**src/design/ufls_pkg.sv**
```systemverilog
// ----------------------------------------------------------------------------
// ufls_pkg
// Shared types and constants for the multistage under-frequency shed relay.
// ----------------------------------------------------------------------------
package ufls_pkg;

    localparam int STAGES       = 4;   // active stage cells, 1..4
    localparam int SETTING_REGS = 4;   // stage setting registers always stored
    localparam int TIMER_BITS   = 24;  // elapsed counter width, 8..32
    localparam int FREQ_W       = 20;
    localparam int TICK_W       = 24;
    localparam int FRAC_W       = 16;
    localparam int MASK_W       = 4;
    localparam int SHED_W       = 18;
    localparam int CMP_W        = (TIMER_BITS > TICK_W) ? TIMER_BITS : TICK_W;

    localparam int APB_DATA_W   = 64;
    localparam int APB_ADDR_W   = 6;
    localparam int REG_IDX_W    = 3;

    localparam logic [REG_IDX_W-1:0] REG_STAGE0  = 3'd0;
    localparam logic [REG_IDX_W-1:0] REG_STAGE1  = 3'd1;
    localparam logic [REG_IDX_W-1:0] REG_STAGE2  = 3'd2;
    localparam logic [REG_IDX_W-1:0] REG_STAGE3  = 3'd3;
    localparam logic [REG_IDX_W-1:0] REG_BREAKER = 3'd4;

    typedef enum logic [1:0] {
        PH_IDLE  = 2'd0,
        PH_DELAY = 2'd1,
        PH_BREAK = 2'd2,
        PH_TRIP  = 2'd3
    } t_phase;

    typedef logic [MASK_W-1:0] t_mask;

    // Packed to match the register layout: frac 59:44, delay 43:20, thr 19:0
    typedef struct packed {
        logic [FRAC_W-1:0] frac;
        logic [TICK_W-1:0] delay;
        logic [FREQ_W-1:0] thr;
    } t_stage_cfg;

    typedef struct packed {
        logic [FREQ_W-1:0] filtered_frequency;
        logic              relay_enable;
    } t_in;

    typedef struct packed {
        t_mask             tripped_mask;
        t_mask             new_trip_mask;
        t_mask             delay_running_mask;
        t_mask             breaker_running_mask;
        logic [SHED_W-1:0] shed_total;
    } t_out;

    // What travels from cell to cell: the sample and the partial result
    typedef struct packed {
        t_in  smp;
        t_out res;
    } t_chain;

endpackage

```
**src/design/multistage_underfrequency_shed_relay_top.sv**
```systemverilog
// ----------------------------------------------------------------------------
// multistage_underfrequency_shed_relay_top
// Under-frequency load-shedding relay built as a chain of stage cells.
// ----------------------------------------------------------------------------
// Pipeline: one register per stage cell between input transaction and
//   o_out_valid; the last cell's register is the output register.
// Throughput: one transaction per cycle while the output does not stall;
//   per-cell ready lets bubbles collapse while the output stalls.
// Reset (synchronous, active low): all stages idle, timers zero, settings
//   zero, the cell chain empty.
// ----------------------------------------------------------------------------
module multistage_underfrequency_shed_relay_top (
    input  logic                               i_clk,
    input  logic                               i_rst_n,
    // APB configuration port
    input  logic                               psel,
    input  logic                               penable,
    input  logic                               pwrite,
    input  logic [ufls_pkg::APB_ADDR_W-1:0]    paddr,
    input  logic [ufls_pkg::APB_DATA_W-1:0]    pwdata,
    output logic [ufls_pkg::APB_DATA_W-1:0]    prdata,
    output logic                               pready,
    // sample channel
    input  logic                               i_in_valid,
    output logic                               o_in_ready,
    input  ufls_pkg::t_in                      i_in_data,
    // result channel
    output logic                               o_out_valid,
    input  logic                               i_out_ready,
    output ufls_pkg::t_out                     o_out_data
);

    ufls_pkg::t_stage_cfg                w_stage_cfg [ufls_pkg::SETTING_REGS];
    logic [ufls_pkg::TICK_W-1:0]         w_breaker_ticks;

    // Chain links: index g feeds cell g, index STAGES is the output
    ufls_pkg::t_chain                    w_chain [ufls_pkg::STAGES+1];
    logic                                w_valid [ufls_pkg::STAGES+1];
    logic                                w_ready [ufls_pkg::STAGES+1];

    ufls_regs u_regs (
        .i_clk           (i_clk),
        .i_rst_n         (i_rst_n),
        .psel            (psel),
        .penable         (penable),
        .pwrite          (pwrite),
        .paddr           (paddr),
        .pwdata          (pwdata),
        .prdata          (prdata),
        .pready          (pready),
        .o_stage_cfg     (w_stage_cfg),
        .o_breaker_ticks (w_breaker_ticks)
    );

    // Head of the chain: the sample enters with an empty partial result.
    assign w_chain[0] = {i_in_data, ufls_pkg::t_out'('0)};
    assign w_valid[0] = i_in_valid;
    assign o_in_ready = w_ready[0];

    // Each cell owns one stage; it sees every sample in order, after its
    // upstream neighbor has registered it, and ORs its bits into the result.
    for (genvar g = 0; g < ufls_pkg::STAGES; g++) begin : g_cell
        ufls_cell u_cell (
            .i_clk           (i_clk),
            .i_rst_n         (i_rst_n),
            .i_stage_bit     (ufls_pkg::t_mask'(1) << g),
            .i_cfg           (w_stage_cfg[g]),
            .i_breaker_ticks (w_breaker_ticks),
            .i_valid         (w_valid[g]),
            .o_ready         (w_ready[g]),
            .i_chain         (w_chain[g]),
            .o_valid         (w_valid[g+1]),
            .i_ready         (w_ready[g+1]),
            .o_chain         (w_chain[g+1])
        );
    end

    assign w_ready[ufls_pkg::STAGES] = i_out_ready;
    assign o_out_valid               = w_valid[ufls_pkg::STAGES];
    assign o_out_data                = w_chain[ufls_pkg::STAGES].res;

`ifndef SYNTHESIS
    // A fresh trip is always also reported as tripped.
    a_fresh_in_tripped: assert property (@(posedge i_clk) disable iff (!i_rst_n)
        o_out_valid |-> ((o_out_data.new_trip_mask & ~o_out_data.tripped_mask) == '0))
        else $error("new trip bit without tripped bit");

    // A stage is in at most one phase.
    a_phase_exclusive: assert property (@(posedge i_clk) disable iff (!i_rst_n)
        o_out_valid |->
            ((o_out_data.tripped_mask & o_out_data.delay_running_mask) == '0) &&
            ((o_out_data.tripped_mask & o_out_data.breaker_running_mask) == '0) &&
            ((o_out_data.delay_running_mask & o_out_data.breaker_running_mask) == '0))
        else $error("stage reported in two phases");

    // Nothing shed without a tripped stage.
    a_shed_needs_trip: assert property (@(posedge i_clk) disable iff (!i_rst_n)
        (o_out_valid && o_out_data.tripped_mask == '0) |-> (o_out_data.shed_total == '0))
        else $error("shed total without tripped stage");
`endif

endmodule

```
**src/design/ufls_regs.sv**
```systemverilog
// ----------------------------------------------------------------------------
// ufls_regs
// APB register file: four stage settings and the shared breaker time.
// ----------------------------------------------------------------------------
module ufls_regs (
    input  logic                                i_clk,
    input  logic                                i_rst_n,
    input  logic                                psel,
    input  logic                                penable,
    input  logic                                pwrite,
    input  logic [ufls_pkg::APB_ADDR_W-1:0]     paddr,
    input  logic [ufls_pkg::APB_DATA_W-1:0]     pwdata,
    output logic [ufls_pkg::APB_DATA_W-1:0]     prdata,
    output logic                                pready,
    output ufls_pkg::t_stage_cfg                o_stage_cfg [ufls_pkg::SETTING_REGS],
    output logic [ufls_pkg::TICK_W-1:0]         o_breaker_ticks
);

    ufls_pkg::t_stage_cfg                r_stage_cfg [ufls_pkg::SETTING_REGS];
    logic [ufls_pkg::TICK_W-1:0]         r_breaker_ticks;
    logic [ufls_pkg::REG_IDX_W-1:0]      w_idx;
    logic                                w_wr;

    assign w_idx  = paddr[ufls_pkg::APB_ADDR_W-1:3];
    assign w_wr   = psel && penable && pwrite;
    assign pready = 1'b1;

    always_ff @(posedge i_clk) begin
        if (!i_rst_n) begin
            for (int k = 0; k < ufls_pkg::SETTING_REGS; k++) begin
                r_stage_cfg[k] <= '0;
            end
            r_breaker_ticks <= '0;
        end else if (w_wr) begin
            case (w_idx)
                ufls_pkg::REG_STAGE0:  r_stage_cfg[0] <= pwdata[59:0];
                ufls_pkg::REG_STAGE1:  r_stage_cfg[1] <= pwdata[59:0];
                ufls_pkg::REG_STAGE2:  r_stage_cfg[2] <= pwdata[59:0];
                ufls_pkg::REG_STAGE3:  r_stage_cfg[3] <= pwdata[59:0];
                ufls_pkg::REG_BREAKER: r_breaker_ticks <= pwdata[ufls_pkg::TICK_W-1:0];
                default: begin
                end
            endcase
        end
    end

    always_comb begin
        prdata = '0;
        case (w_idx)
            ufls_pkg::REG_STAGE0:  prdata = {4'd0, r_stage_cfg[0]};
            ufls_pkg::REG_STAGE1:  prdata = {4'd0, r_stage_cfg[1]};
            ufls_pkg::REG_STAGE2:  prdata = {4'd0, r_stage_cfg[2]};
            ufls_pkg::REG_STAGE3:  prdata = {4'd0, r_stage_cfg[3]};
            ufls_pkg::REG_BREAKER: prdata = {40'd0, r_breaker_ticks};
            default:               prdata = '0;
        endcase
    end

    assign o_stage_cfg     = r_stage_cfg;
    assign o_breaker_ticks = r_breaker_ticks;

endmodule

```
**src/design/ufls_cell.sv**
```systemverilog
// ----------------------------------------------------------------------------
// ufls_cell
// One stage machine with its timer; adds its bits to the passing result.
// ----------------------------------------------------------------------------
module ufls_cell (
    input  logic                          i_clk,
    input  logic                          i_rst_n,
    input  ufls_pkg::t_mask               i_stage_bit,
    input  ufls_pkg::t_stage_cfg          i_cfg,
    input  logic [ufls_pkg::TICK_W-1:0]   i_breaker_ticks,
    input  logic                          i_valid,
    output logic                          o_ready,
    input  ufls_pkg::t_chain              i_chain,
    output logic                          o_valid,
    input  logic                          i_ready,
    output ufls_pkg::t_chain              o_chain
);

    localparam logic [ufls_pkg::TIMER_BITS-1:0] TIMER_MAX = '1;

    logic                                r_valid;
    ufls_pkg::t_chain                    r_chain;
    ufls_pkg::t_chain                    n_chain;
    ufls_pkg::t_phase                    r_phase;
    ufls_pkg::t_phase                    n_phase;
    logic [ufls_pkg::TIMER_BITS-1:0]     r_elapsed;
    logic [ufls_pkg::TIMER_BITS-1:0]     n_elapsed;
    logic [ufls_pkg::TIMER_BITS-1:0]     w_el_inc;
    logic                                w_accept;
    logic                                w_fresh;
    logic [ufls_pkg::FREQ_W-1:0]         w_f;

    assign o_ready  = !r_valid || i_ready;
    assign w_accept = i_valid && o_ready;
    assign w_f      = i_chain.smp.filtered_frequency;

    always_comb begin
        w_el_inc = r_elapsed;
        if ((r_phase == ufls_pkg::PH_DELAY || r_phase == ufls_pkg::PH_BREAK)
            && r_elapsed != TIMER_MAX) begin
            w_el_inc = r_elapsed + 1'b1;
        end

        n_phase   = r_phase;
        n_elapsed = w_el_inc;
        w_fresh   = 1'b0;
        if (i_chain.smp.relay_enable) begin
            case (r_phase)
                ufls_pkg::PH_IDLE: begin
                    if (w_f < i_cfg.thr) begin
                        n_phase   = ufls_pkg::PH_DELAY;
                        n_elapsed = '0;
                    end
                end
                ufls_pkg::PH_DELAY: begin
                    if (ufls_pkg::CMP_W'(w_el_inc) >= ufls_pkg::CMP_W'(i_cfg.delay)) begin
                        n_phase   = ufls_pkg::PH_BREAK;
                        n_elapsed = '0;
                    end else if (w_f > i_cfg.thr) begin
                        n_phase   = ufls_pkg::PH_IDLE;
                        n_elapsed = '0;
                    end
                end
                ufls_pkg::PH_BREAK: begin
                    if (ufls_pkg::CMP_W'(w_el_inc) >= ufls_pkg::CMP_W'(i_breaker_ticks)) begin
                        n_phase   = ufls_pkg::PH_TRIP;
                        n_elapsed = '0;
                        w_fresh   = 1'b1;
                    end
                end
                default: begin
                end
            endcase
        end

        n_chain = i_chain;
        if (w_fresh) begin
            n_chain.res.new_trip_mask = i_chain.res.new_trip_mask | i_stage_bit;
        end
        case (n_phase)
            ufls_pkg::PH_TRIP: begin
                n_chain.res.tripped_mask = i_chain.res.tripped_mask | i_stage_bit;
                n_chain.res.shed_total   = i_chain.res.shed_total
                                         + ufls_pkg::SHED_W'(i_cfg.frac);
            end
            ufls_pkg::PH_DELAY: begin
                n_chain.res.delay_running_mask =
                    i_chain.res.delay_running_mask | i_stage_bit;
            end
            ufls_pkg::PH_BREAK: begin
                n_chain.res.breaker_running_mask =
                    i_chain.res.breaker_running_mask | i_stage_bit;
            end
            default: begin
            end
        endcase
    end

    always_ff @(posedge i_clk) begin
        if (!i_rst_n) begin
            r_valid   <= 1'b0;
            r_phase   <= ufls_pkg::PH_IDLE;
            r_elapsed <= '0;
        end else begin
            if (o_ready) begin
                r_valid <= i_valid;
            end
            if (w_accept) begin
                r_phase   <= n_phase;
                r_elapsed <= n_elapsed;
            end
        end
    end

    always_ff @(posedge i_clk) begin
        if (w_accept) begin
            r_chain <= n_chain;
        end
    end

    assign o_valid = r_valid;
    assign o_chain = r_chain;

endmodule

```
**config.mk**
```make
export PLATFORM = sky130hd
export DESIGN_NAME = multistage_underfrequency_shed_relay_top
export DESIGN_NICKNAME = d
export VERILOG_FILES = /design/src/design/ufls_pkg.sv /design/src/design/multistage_underfrequency_shed_relay_top.sv /design/src/design/ufls_regs.sv /design/src/design/ufls_cell.sv
export SDC_FILE = /design/constraint.sdc
export NUM_CORES = 2
export LEC_CHECK = 0
export BUFFER_PORTS_ARGS = -buffer_cell sky130_fd_sc_hd__buf_4
export CORE_UTILIZATION = 30
export DETAILED_ROUTE_END_ITERATION = 8
export GPL_ROUTABILITY_DRIVEN = 0
export HOLD_SLACK_MARGIN = 0.02
export PLACE_DENSITY_LB_ADDON = 0.25
export SETUP_SLACK_MARGIN = 0.3
export SYNTH_ARGS = -nofsm -noshare
export SYNTH_HDL_FRONTEND = slang
export SYNTH_SLANG_ARGS = --single-unit
```
**constraint.sdc**
```tcl
create_clock -name i_clk -period 4.7 [get_ports i_clk]
set_input_delay 0.235 -clock i_clk [delete_from_list [all_inputs] [get_ports i_clk]]
set_output_delay 0.235 -clock i_clk [all_outputs]
set_load 0.005 [all_outputs]
```
==> out/qor.yml <==
floorplanning:
  dieArea_sq_mm: 0.109
  ios: 199
  die_x_um: 330
  die_y_um: 330
  row_count: 120
  start_util_pct: 30.2
  core_sq_mm: 0.107
clock_tree:
  cts.path.max_buffers: 3
  clock_latency_ns: 0.64
  cts-buffers-inserted: 70
  cts-root-buf: "clkbuf_16"
  cts.sinks: 544
  clk_pin_slew_ns: 0.06
  tritoncts: "done"
  htreeDepth: 3
synth:
  netlist_area_sq_mm: 0.0323
  yosysWarnings: 0
  synthCells: 3723
  synth_cell_types: 93
  syn_area_per_cell_sq_um: 8.69
  synth_edf_count: 172
  yosys.area.top_type: "dfxtp_1"
  synth-main-ff-cell: "dfxtp_1"
  yosysMostFrequentCell: "nand2_1"
  seq_area_frac_synth_pct: 39.0
  synth_top_area_share_pct: 23.0
  synth_seq_cells: 544
  ys_top_cells_by_count: "nand2_1, a21oi_1, dfxtp_1, ha_1, inv_1"
  synthArstFlopShare_pct: 0
  synth_area_leaders: "dfxtp_1, edfxtp_1, ha_1"
sta:
  layout_min_cycle_time_ns: 4.48
  fin_hold_ws_ns: 0.172
  slew_headroom_pct: 22.2
  drv_slew: 0
  fin_crit_sh_pct: 95.4
  setup_viol: 0
  tns_ns: 0
  rsz0062_at_grt: "yes"
  fin_skew_ns: 0.0218
  clock.fmax_mhz: 223
  finalHoldViolations: 0
  worst_pin_slew_ns: 1.17
job:
  drv_cap: 0
routing:
  m1WireLength_mm: 54.4
  routed.top_layer: "met4"
  num_vias: 28973
  drt_iter0_markers: 2497
  wirelength_mm: 118
  dr_wl_met2_mm: 53.0
  wl_per_cell_um: 21.1
  viasPerCell: 5.18
  dr_wl_met3_mm: 6.89
  drtAntennaViolNets: 0
  drc: 0
  dr.pass1.iters: 7
worst_setup_path:
  rrSetupSlack_ns: 0.22
  crit_path_start_kind: "register"
  r2r_end: "g_cell[1].u_cell.r_elapsed[21]"
  endpoint: "g_cell[1].u_cell.r_elapsed[21]"
  crit_start: "g_cell[1].u_cell.r_elapsed[5]"
  cp_max_fo: 4
  crit_arrival_ns: 5.01
  crit_required_ns: 5.22
  endpoint_kind: "register"
  crit_type: "register to register"
  r2r_start: "g_cell[1].u_cell.r_elapsed[5]"
  reg2regPathDepth: 20
run_status:
  outcome: "finished, final reports clean"
finish:
  drive_gt1_share_pct: 20.8
  nNetsFinal: 4577
  fin_util_pct: 39.1
  syn_to_final_growth_pct: 29.2
min_path:
  min_path_type: "primary input to register"
power_and_ir_drop:
  powerDensity_mw_per_mm2: 282
  p_leak_nw: 16.3
  irDropWorstVdd_mv: 0.218
global_route:
  grt_start_max_net_pins: 148
  grt_pass1_vias: 27638
  grt.total_usage_pct: 21.2
  grt-ovfl-total: 0
  grt_pass1_wl_mm: 174
  antenna_found_initial: 2
place:
  dp_hpwl_mm: 83.2
  io_buffer_count: 186
## what timing repair did
item | 4_1_cts | 5_1_grt
pin swaps | 50 | 115
cloned | 4 | 3
buffers inserted | 38 | 44
hold buffers | 84 | 0
resized for setup | 117 | 209
endpoints found under the setup margin | 134 | 148
hold endpoints to repair | 289 | 0
## final cells by class
cell class	instances	area [sq um]
Fill cell	10769	65100
Multi-Input combinational cell	2736	19400
Sequential cell	544	12700
Timing Repair Buffer	512	4430
Clock buffer	100	2130
Tap cell	1403	1760
Inverter	272	1030
Clock inverter	28	339
Antenna cell	2	5.00
## cells in the final DEF (no fill, tap or decap), types with 46 or more instances in the layout
cell type,n
nor2_1,105
buf_4,383
nand2_1,731
ha_1,324
xnor2_1,59
a21o_1,58
inv_1,261
a21oi_1,414
dfxtp_1,343
edfxtp_1,172
a22oi_1,51
nor2b_1,55
nand3_1,83
xor2_1,46
nand4_1,48
dlygate4sd3_1,84
clkbuf_16,81
o21ai_0,132
## cell families after synthesis
| logic type | share of synthesized area [%] |
|---|---|
| buf+inv | 5.42 |
| mux | 3.99 |
| flops | 39.0 |
| fa+ha+maj | 13.3 |
| xor+xnor | 3.68 |
| simple gates | 18.4 |
| compound gates | 16.1 |
| other cells | 0.0232 |
## through the flow
step | cells | area (sq um) | power, mW | setup WS [ns]
after detailed placement | 5294 | 36100 | 5.92 | -0.0845
after global placement | 5294 | 36100 | 5.91 | -0.0709
after CTS | 5548 | 40400 | 11.8 | 0.189
after global routing | 5595 | 41800 | 12.2 | 0.0720
after floorplan | 3726 | 32400 | 5.54 | 0.306
final | 5597 | 41800 | 11.8 | 0.218
## worst min-delay path by stage
stage                                       startpoint                              to  slack (ns)  cells past startpoint
after global routing                           i_rst_n  g_cell[2].u_cell.r_elapsed[16]        0.17                      2
final                                          i_rst_n  g_cell[2].u_cell.r_elapsed[16]        0.17                      2
after global placement    g_cell[1].u_cell.o_chain[31]    g_cell[2].u_cell.o_chain[31]        0.40                      0
after floorplan                           i_in_data[0]    g_cell[0].u_cell.o_chain[34]        0.33                      0
after detailed placement  g_cell[2].u_cell.o_chain[27]    g_cell[3].u_cell.o_chain[27]        0.41                      0
after CTS                                      i_rst_n  g_cell[2].u_cell.r_elapsed[16]        0.13                      2
## flip-flops by register name, summed over array words and instances, names as in the netlist
register,flops
g_cell.u_cell.o_chain,172
g_cell.u_cell.o_valid,4
g_cell.u_cell.r_elapsed,96
g_cell.u_cell.r_phase,8
u_regs.o_breaker_ticks,24
u_regs.o_stage_cfg,240
## worst max-delay path, stage by stage (launching register included)
cell and delay, ns:
dfxtp_4 0.37, and4_4 0.22, and3_4 0.20, nand4_1 0.15, o21ai_2 0.27, nor4_2 0.06
buf_4 0.14, buf_6 0.12, and3_4 0.19, xor2_4 0.17, ha_4 0.28, nand4_1 0.17
nor4_4 0.38, buf_4 0.19, a31oi_4 0.12, a221o_1 0.38, or2_4 0.30, buf_12 0.14
buf_12 0.12, a31o_2 0.23, a22o_1 0.17
## report_power, final
group	internal [mW]	switching [mW]	leakage, nW
clock	3.54	2.23	1.22
sequential	4.93	0.0509	4.65
combinational	0.433	0.611	10.4
## metal layers
layer  global-route usage [%]  vias up
met5                        0        -
met4                     6.97        0
met3                     2.58      178
met2                     33.8      938
met1                     29.7    13940
li1                         -    13917
Note: power is estimated with default switching activity, not from simulation.
